**src/rtl/sas_pkg.sv**
```systemverilog
// shared types and constants for the sorted set array unit
package sas_pkg;

    localparam int KEY_W    = 32;
    localparam int CMD_W    = 2;
    localparam int STATUS_W = 3;
    localparam int POS_W    = 4;
    localparam int CNT_W    = 5;

    localparam int S_FIELDS_W = CMD_W + KEY_W;
    localparam int S_TDATA_W  = ((S_FIELDS_W + 7) / 8) * 8;
    localparam int M_FIELDS_W = STATUS_W + POS_W + CNT_W;
    localparam int M_TDATA_W  = ((M_FIELDS_W + 7) / 8) * 8;

    typedef enum logic [CMD_W-1:0] {
        CMD_INSERT = 2'd0,
        CMD_REMOVE = 2'd1,
        CMD_FIND   = 2'd2
    } sas_cmd_t;

    localparam logic [STATUS_W-1:0] ST_INSERTED  = 3'd0;
    localparam logic [STATUS_W-1:0] ST_DUPLICATE = 3'd1;
    localparam logic [STATUS_W-1:0] ST_FULL      = 3'd2;
    localparam logic [STATUS_W-1:0] ST_REMOVED   = 3'd3;
    localparam logic [STATUS_W-1:0] ST_NOT_FOUND = 3'd4;
    localparam logic [STATUS_W-1:0] ST_FOUND     = 3'd5;

    // strobes broadcast from the top level to every cell
    typedef struct packed {
        logic capture;
        logic insert;
        logic remove;
    } sas_ctrl_t;

endpackage

```
**src/rtl/sas_cell.sv**
```systemverilog
// one storage cell of the sorted chain: holds an entry, compares, shifts
module sas_cell import sas_pkg::*; (
    input  logic             aclk,
    input  logic             aresetn,
    input  sas_ctrl_t        ctrl,
    input  logic [KEY_W-1:0] key,
    input  logic [KEY_W-1:0] left_value,
    input  logic             left_valid,
    input  logic             left_lt,
    input  logic [KEY_W-1:0] right_value,
    input  logic             right_valid,
    output logic [KEY_W-1:0] value,
    output logic             valid,
    output logic             lt,
    output logic             boundary,
    output logic             eq
);

    logic [KEY_W-1:0] value_reg, value_next;
    logic             valid_reg, valid_next;
    logic             lt_reg, lt_next;
    logic             eq_reg, eq_next;

    always_comb begin
        value_next = value_reg;
        valid_next = valid_reg;
        lt_next    = lt_reg;
        eq_next    = eq_reg;
        if (ctrl.capture) begin
            lt_next = valid_reg && ($signed(value_reg) < $signed(key));
            eq_next = valid_reg && (value_reg == key);
        end
        // insert: entries at or above the slot move up, the slot takes the key
        if (ctrl.insert && !lt_reg) begin
            if (left_lt) begin
                value_next = key;
                valid_next = 1'b1;
            end else begin
                value_next = left_value;
                valid_next = left_valid;
            end
        end
        // remove: entries at or above the hit move down
        if (ctrl.remove && !lt_reg) begin
            value_next = right_value;
            valid_next = right_valid;
        end
    end

    always_ff @(posedge aclk) begin
        if (!aresetn) begin
            valid_reg <= 1'b0;
        end else begin
            valid_reg <= valid_next;
        end
    end

    always_ff @(posedge aclk) begin
        value_reg <= value_next;
        lt_reg    <= lt_next;
        eq_reg    <= eq_next;
    end

    assign value    = value_reg;
    assign valid    = valid_reg;
    assign lt       = lt_reg;
    assign boundary = !lt_reg && left_lt;
    assign eq       = eq_reg;

endmodule

```
**src/rtl/sorted_set_array_unit.sv**
```systemverilog
// top level: sorted set of signed keys held in a chain of compare-and-shift cells
// the input transfer sets busy; the commit raises m_tvalid with the result
// a new item is taken once the last one commits; the transfer compares the key
//   in every cell, the commit encodes the slot, shifts the chain and loads the
//   output register; a result that is not taken holds the chain until it frees
// reset (aresetn low, synchronous) empties the set and drops both channels
module sorted_set_array_unit import sas_pkg::*; #(
    parameter int CAPACITY = 16
) (
    input  logic                 aclk,
    input  logic                 aresetn,
    input  logic                 s_tvalid,
    output logic                 s_tready,
    input  logic [S_TDATA_W-1:0] s_tdata,  // cmd [1:0], key_value [33:2], zero pad
    output logic                 m_tvalid,
    input  logic                 m_tready,
    output logic [M_TDATA_W-1:0] m_tdata   // status [2:0], position [6:3],
                                           // entry_count [11:7], zero pad
);

    localparam int IW  = (CAPACITY > 1) ? $clog2(CAPACITY) : 1;
    localparam int PW  = (IW > POS_W) ? IW : POS_W;
    localparam int CW  = $clog2(CAPACITY + 1);
    localparam int CXW = (CW > CNT_W) ? CW : CNT_W;
    localparam int M_PAD_W = M_TDATA_W - M_FIELDS_W;

    // input fields
    logic [CMD_W-1:0] s_cmd;
    logic [KEY_W-1:0] s_key;
    assign s_cmd = s_tdata[CMD_W-1:0];
    assign s_key = s_tdata[CMD_W +: KEY_W];

    // control state
    logic             busy_reg, busy_next;
    logic             m_tvalid_reg, m_tvalid_next;
    logic [CW-1:0]    count_reg, count_next;
    logic [CMD_W-1:0] cmd_reg;
    logic [KEY_W-1:0] key_reg;

    // output register
    logic [STATUS_W-1:0] status_reg, status_next;
    logic [POS_W-1:0]    pos_reg, pos_next;
    logic [CNT_W-1:0]    cnt_out_reg, cnt_out_next;

    logic capture, commit, full, any_eq;
    logic do_insert, do_remove;
    sas_ctrl_t        ctrl;
    logic [KEY_W-1:0] key_bus;
    logic [PW-1:0]    pos_wide;
    logic [CXW-1:0]   count_wide;

    // chain wiring
    logic [KEY_W-1:0] cell_value [CAPACITY];
    logic             cell_valid [CAPACITY];
    logic             cell_lt    [CAPACITY];
    logic [CAPACITY-1:0] bnd;
    logic [CAPACITY-1:0] eqv;

    assign s_tready = !busy_reg;
    assign capture  = s_tvalid && s_tready;
    assign commit   = busy_reg && (!m_tvalid_reg || m_tready);
    assign full     = (count_reg == CW'(CAPACITY));
    assign any_eq   = |eqv;

    assign do_insert = commit && (cmd_reg == CMD_INSERT) && !full && !any_eq;
    assign do_remove = commit && (cmd_reg == CMD_REMOVE) && any_eq;

    assign ctrl.capture = capture;
    assign ctrl.insert  = do_insert;
    assign ctrl.remove  = do_remove;

    // cells compare against the incoming key, insert loads the held key
    assign key_bus = busy_reg ? key_reg : s_key;

    for (genvar g = 0; g < CAPACITY; g++) begin : g_cell
        logic [KEY_W-1:0] lv, rv;
        logic             lval, llt, rval;
        if (g == 0) begin : g_first
            assign lv   = '0;
            assign lval = 1'b0;
            assign llt  = 1'b1;  // everything sits above the chain's bottom
        end else begin : g_mid
            assign lv   = cell_value[g-1];
            assign lval = cell_valid[g-1];
            assign llt  = cell_lt[g-1];
        end
        if (g == CAPACITY - 1) begin : g_last
            assign rv   = '0;
            assign rval = 1'b0;
        end else begin : g_inner
            assign rv   = cell_value[g+1];
            assign rval = cell_valid[g+1];
        end
        sas_cell u_cell (
            .aclk        (aclk),
            .aresetn     (aresetn),
            .ctrl        (ctrl),
            .key         (key_bus),
            .left_value  (lv),
            .left_valid  (lval),
            .left_lt     (llt),
            .right_value (rv),
            .right_valid (rval),
            .value       (cell_value[g]),
            .valid       (cell_valid[g]),
            .lt          (cell_lt[g]),
            .boundary    (bnd[g]),
            .eq          (eqv[g])
        );
    end

    // the less-than flags form a prefix, so at most one boundary is set
    always_comb begin
        pos_wide = '0;
        for (int i = 0; i < CAPACITY; i++) begin
            if (bnd[i]) begin
                pos_wide = pos_wide | PW'(i);
            end
        end
    end

    always_comb begin
        count_next = count_reg;
        if (do_insert) begin
            count_next = count_reg + CW'(1);
        end else if (do_remove) begin
            count_next = count_reg - CW'(1);
        end
    end

    assign count_wide = CXW'(count_next);

    // result selection
    always_comb begin
        status_next  = ST_NOT_FOUND;
        pos_next     = '0;
        cnt_out_next = count_wide[CNT_W-1:0];
        case (cmd_reg)
            CMD_INSERT: begin
                if (full) begin
                    status_next = ST_FULL;
                end else if (any_eq) begin
                    status_next = ST_DUPLICATE;
                end else begin
                    status_next = ST_INSERTED;
                    pos_next    = pos_wide[POS_W-1:0];
                end
            end
            CMD_REMOVE: begin
                if (any_eq) begin
                    status_next = ST_REMOVED;
                    pos_next    = pos_wide[POS_W-1:0];
                end
            end
            CMD_FIND: begin
                if (any_eq) begin
                    status_next = ST_FOUND;
                    pos_next    = pos_wide[POS_W-1:0];
                end
            end
            default: begin
                status_next = ST_NOT_FOUND;
            end
        endcase
    end

    always_comb begin
        busy_next     = busy_reg;
        m_tvalid_next = m_tvalid_reg;
        if (capture) begin
            busy_next = 1'b1;
        end
        if (commit) begin
            busy_next     = 1'b0;
            m_tvalid_next = 1'b1;
        end else if (m_tready) begin
            m_tvalid_next = 1'b0;
        end
    end

    always_ff @(posedge aclk) begin
        if (!aresetn) begin
            busy_reg     <= 1'b0;
            m_tvalid_reg <= 1'b0;
            count_reg    <= '0;
        end else begin
            busy_reg     <= busy_next;
            m_tvalid_reg <= m_tvalid_next;
            count_reg    <= count_next;
        end
    end

    always_ff @(posedge aclk) begin
        if (capture) begin
            cmd_reg <= s_cmd;
            key_reg <= s_key;
        end
        if (commit) begin
            status_reg  <= status_next;
            pos_reg     <= pos_next;
            cnt_out_reg <= cnt_out_next;
        end
    end

    assign m_tvalid = m_tvalid_reg;
    assign m_tdata  = {{M_PAD_W{1'b0}}, cnt_out_reg, pos_reg, status_reg};

    // checks
    a_count_bound: assert property (@(posedge aclk) disable iff (!aresetn)
        count_reg <= CW'(CAPACITY))
        else $error("entry count above capacity");

    a_one_slot: assert property (@(posedge aclk) disable iff (!aresetn)
        busy_reg |-> $onehot0(bnd))
        else $error("more than one insert slot in the chain");

    a_hit_at_slot: assert property (@(posedge aclk) disable iff (!aresetn)
        busy_reg |-> ((eqv & ~bnd) == '0))
        else $error("key match away from the lower bound, chain out of order");

    a_count_hold: assert property (@(posedge aclk) disable iff (!aresetn)
        (!do_insert && !do_remove) |=> $stable(count_reg))
        else $error("entry count moved without a shift");

    a_result_source: assert property (@(posedge aclk) disable iff (!aresetn)
        $rose(m_tvalid_reg) |-> $past(busy_reg))
        else $error("result offered without an item in flight");

endmodule
```
**config.mk**
```make
export PLATFORM = sky130hd
export DESIGN_NAME = sorted_set_array_unit
export DESIGN_NICKNAME = d
export VERILOG_FILES = /design/src/rtl/sas_pkg.sv /design/src/rtl/sas_cell.sv /design/src/rtl/sorted_set_array_unit.sv
export SDC_FILE = /design/constraint.sdc
export NUM_CORES = 2
export LEC_CHECK = 0
export ABC_AREA = 0
export BUFFER_PORTS_ARGS = -buffer_cell sky130_fd_sc_hd__buf_2
export CORE_AREA = 8 8 340 342
export DETAILED_ROUTE_END_ITERATION = 10
export DIE_AREA = 0 0 348 350
export GPL_TIMING_DRIVEN = 0
export PLACE_DENSITY_LB_ADDON = 0.15
export SKIP_CTS_REPAIR_TIMING = 1
export SYNTH_ARGS = -nofsm -noshare
export SYNTH_HDL_FRONTEND = slang
export SYNTH_HIERARCHICAL = 1
export SYNTH_SLANG_ARGS = --single-unit
```
**constraint.sdc**
```tcl
create_clock -name aclk -period 4.6 [get_ports aclk]
set_clock_uncertainty 0.05 [all_clocks]
set_input_delay 0.69 -clock aclk [delete_from_list [all_inputs] [get_ports aclk]]
set_output_delay 0.69 -clock aclk [all_outputs]
set_load 0.01 [all_outputs]
```
Yosys cells after proc, flatten, opt, wreduce, memory -nomap -nowiden
Cells that the tools add are included.

$lt $le $gt $ge: 16. Divide/modulo/power cells: 0. Add/subtract/negate cells: 2. Equal/unequal tests: 19. Bitwise operators: 1. Reductions and logical operators: 128. Multipliers: 0. Muxes and demuxes: 119. Shifts and indexed selects: 0.

Operators by type and width (count): 2-to-1 mux 32 bit (46); == test 32 bit (16); < comparator 32 bit (16); logical AND 1 bit (86); 2-to-1 mux 1 bit (50); 2-to-1 mux 4 bit (11); nonzero test 2 bit (16); zero test 1 bit (20); OR reduction 16 bit (1); 2-to-1 mux 3 bit (5); 2-to-1 mux 5 bit (2); one-hot mux 3 bit (3 select lines) (1); one-hot mux 4 bit (2 select lines) (1); 2-to-1 mux 2 bit (3); OR reduction 2 bit (3); adder 5 x 1 -> 5 bit, second input constant (1); == test 5 bit, second input constant (1); subtractor 5 x 1 -> 5 bit, second input constant (1); == test 2 x 1 -> 1 bit, second input constant (1); == test 2 bit, second input constant (1); zero test 2 bit (1); logical OR 1 bit (1); NOT 1 bit (1).

Bits in read-only memories: 0. Output and inout bits: 18. Register bits after elaboration: 613. Memories: 0. Bits in writable memories: 0. Input bits: 44. Logic and storage cells: 357. Latch bits: 0.

Depth between registers and ports, before layout
Word-level depth: 20. Gate-level depth with buffers: 10.

Cells and area by module
The synthesis kept the hierarchy.

By module, submodules not included: sas_cell (instances 16, seq. area each 1041.0 µm², area each 2580.0 µm², cells each 267); sorted_set_array_unit (instances 1, seq. area each 1521.5 µm², area each 2526.2 µm², cells each 173).

Least setup slack after synthesis
Ideal clock, no wire load.

Path type: flip-flop to flip-flop. Start: reg busy_reg. End: reg cmd_reg[0] (enable). Arrival time: 3664 ps. Stages on the path, launching flop included: 4. Path slack: 389 ps. Path buffers: 2. Required time: 4052 ps. Cells stage by stage: dfxtp_1 buf_1 buf_2 nor2b_1.

Longest elaborated chain between the ends: 2.

Ends and longest elaborated chain: start, declared (line sorted_set_array_unit.sv:34) `logic busy_reg, busy_next;`; start signal, assigned (line sorted_set_array_unit.sv:187) `busy_reg <= busy_next;`; zero test 1 bit (line sorted_set_array_unit.sv:59) `assign s_tready = !busy_reg;`; logical AND 1 bit (line sorted_set_array_unit.sv:60) `assign capture = s_tvalid && s_tready;`; via capture (line sorted_set_array_unit.sv:45) `logic capture, commit, full, any_eq;`; end signal, assigned (line sorted_set_array_unit.sv:195) `cmd_reg <= s_cmd;`; end, declared (line sorted_set_array_unit.sv:37) `logic [CMD_W-1:0] cmd_reg;`.

The timed path passes the listed nets, and every way through them passes these cells. A chain may end at the register's enable or synchronous reset.

Worst setup path in the final report
Start: reg busy_reg. End: reg g_cell[1].u_cell.lt_reg (data pin).

Longest elaborated chain between the ends: 3.

Ends and longest elaborated chain: 2-to-1 mux 32 bit (line sorted_set_array_unit.sv:73) `assign key_bus = busy_reg ? key_reg : s_key;`; via key_bus[19] (line sorted_set_array_unit.sv:48) `logic [KEY_W-1:0] key_bus;`; < comparator 32 bit (line sas_cell.sv:30) `lt_next = valid_reg && ($signed(value_reg) < $signed(key));`; logical AND 1 bit (line sas_cell.sv:30); end signal, assigned (line sas_cell.sv:60) `lt_reg <= lt_next;`; end, declared (line sas_cell.sv:21) `logic lt_reg, lt_next;`.

The timed path passes the listed nets, and every way through them passes these cells.

==> reports/metrics.csv <==
stage,metric,value,unit
outcome,status,completed,
floorplanning,core-area,110000,sq um
routing,final_antenna_net_count,0,
routing,wire_per_inst,19.2,um
finish,synthToLayoutAreaGrowth,11.8,%
pwr,leakagePower,20.3,nW
clock_network,clk_pin_slew,0.05,ns
place,hpwl,97.5,mm
yosys,synth.avg_cell_area,9.86,sq um
grt,grt_use_total,19.0,%
grt,grt_overflow,0,
floorplanning,die_area,122000,sq um
finish,fill_cells,10759,
finish,multi_input_area,23200,sq um
floorplanning,initial_utilization,39.8,%
critical_path,path_class,reg2reg,
place,place_area,46400,sq um
critical_path,reg2regPathDepth,10,
critical_path,r2r-start,busy_reg,
critical_path,arrival,4.71,ns
yosys,syn_inst,4444,
critical_path,cp.required,4.92,ns
grt,grt_pass1_wl,184,mm
grt,grt_pass1_vias,32490,
pwr,intPower,10.8,mW
finish,finalInstanceArea,49000,sq um
pwr,p_per_area,303,nW/um^2
pwr,switching_share,27.5,%
critical_path,cp_max_fo,32,
routing,first_iter_violations,1653,
floorplanning,io-pin-count,62,
routing,wirelength,119,mm
pwr,irDropWorstVdd,0.000228,V
worst_hold_path,hold_path.class,in2reg,
floorplanning,rows,122,
clock_network,cts_tree,done,
routing,drtPass1Iterations,7,
floorplanning,fp.dieW,348,um
timing,max_freq,0.228,GHz
clock_network,clk_latency,0.64,ns
clock_network,numCtsBuffers,78,
yosys,yosys_warnings,6,
clock_network,htree_levels,3,
timing,fin_crit_sh,95.4,%
critical_path,reg2reg_to,g_cell[1].u_cell/lt,
finish,drive_above_1_share,8.26,%
pwr,clock_power_share,40.3,%
timing,fin_hold_ws,0.177,ns
worst_hold_path,hold_end,cmd_reg[1],
place,place.gp.congestion,0.859,
timing,max-slew-margin-rel,29.5,%
critical_path,cp-end-kind,flip-flop,
critical_path,cp-start-kind,flip-flop,
finish,regArea,18200,sq um
pwr,combPwrFrac,16.2,%
timing,rsz0062_at_grt,true,
grt,grt_max_degree,34,
clock_network,cts_sinks,613,
floorplanning,dieHeight,350,um
routing,viasPerCell,5.18,
finish,fin_nets,5211,
worst_hold_path,holdCritStartpoint,s_tdata[1],
timing,setup_slack,0.211,ns
finish,most-common-layout-cells,"nand2_1 (629), o21ai_0 (593), edfxtp_1 (590), inv_1 (549), mux2i_1 (532)",
grt,antenna_found_initial,1,
yosys,netlist_area,43800,sq um
worst_hold_path,min_path_cells,1,
finish,layout_commonest_cell,nand2_1,
finish,largest_register_ff_count,512,
timing,period_needed,4.39,ns
run,maxCapViolCount,0,
pwr,p_sw,4.07,mW
finish,diodes,0,
place,portBuffers,51,
routing,num_vias,32080,
clock_network,clockBufferDepth,3,
routing,remaining_drc_errors,0,
critical_path,rrSetupSlack,0.21,ns
place,pre_cts_slack,-0.183,ns
timing,worst_slew_pin_slew,1.06,ns
clock_network,cts-root-buf,clkbuf_16,
timing,setup_viol,0,
timing,final_hold_viol_count,0,
pwr,seqPwrFrac,43.4,%
timing,report.final.slew_viol_count,0,
[layout make-up]
class | count | share of cell area, %
multi-input cells | 3165 | 47.4
flip-flops and latches | 613 | 37.1
clock buffers | 113 | 4.53
inverters | 549 | 4.21
well taps | 1488 | 3.80
plain buffers | 186 | 1.73
repair buffers | 56 | 0.741
clock inverters | 29 | 0.470
[through the flow]
step | std cells | util, % | setup TNS, ns | total power, mW
floorplan | 4513 | - | 0 | 8.24
global placement | 6052 | 42.0 | -841.66 | 8.86
detailed placement | 6057 | 42.2 | -1.78 | 8.95
CTS | 6199 | 44.4 | -2.10 | 15.0
global route | 6199 | 44.5 | -0.0516 | 15.5
finish | 6199 | 44.5 | 0 | 14.8
[per-layer routing]
layer	vias up	share of wire [%]	GRT usage [%]
met3	200	2.6	2.23
met1	15178	44	23.1
met5	-	0	0
li1	16316	-	-
met2	386	50	34.9
met4	0	3.6	6.54
[worst max-delay path, stage by stage (launching register included)]
cell	delay, ns
dfxtp_1	0.36
buf_1	0.61
buf_2	0.38
mux2_2	0.72
inv_1	0.10
ha_1	0.35
nand4_1	0.12
nor4b_1	0.85
nor2_1	0.10
a31oi_1	0.28
mux2i_1	0.11
[power groups by stage]
stage	clock network, mW	logic (mW)	registers [mW]
after floorplan	0	1.73	6.51
after global placement	0	2.30	6.56
after detailed placement	0	2.40	6.55
after CTS	6.15	2.41	6.44
after global routing	6.34	2.73	6.45
final	5.98	2.41	6.44
[how the worst max path moves through the flow]
stage,from,to
global placement,busy_reg,key_reg[22]
floorplan,busy_reg,cmd_reg[0]
CTS,busy_reg,g_cell[4].u_cell/lt
detailed placement,busy_reg,g_cell[4].u_cell/lt
finish,busy_reg,g_cell[1].u_cell/lt
global route,busy_reg,g_cell[3].u_cell/lt
No activity file was read; power rests on OpenSTA's default activity.
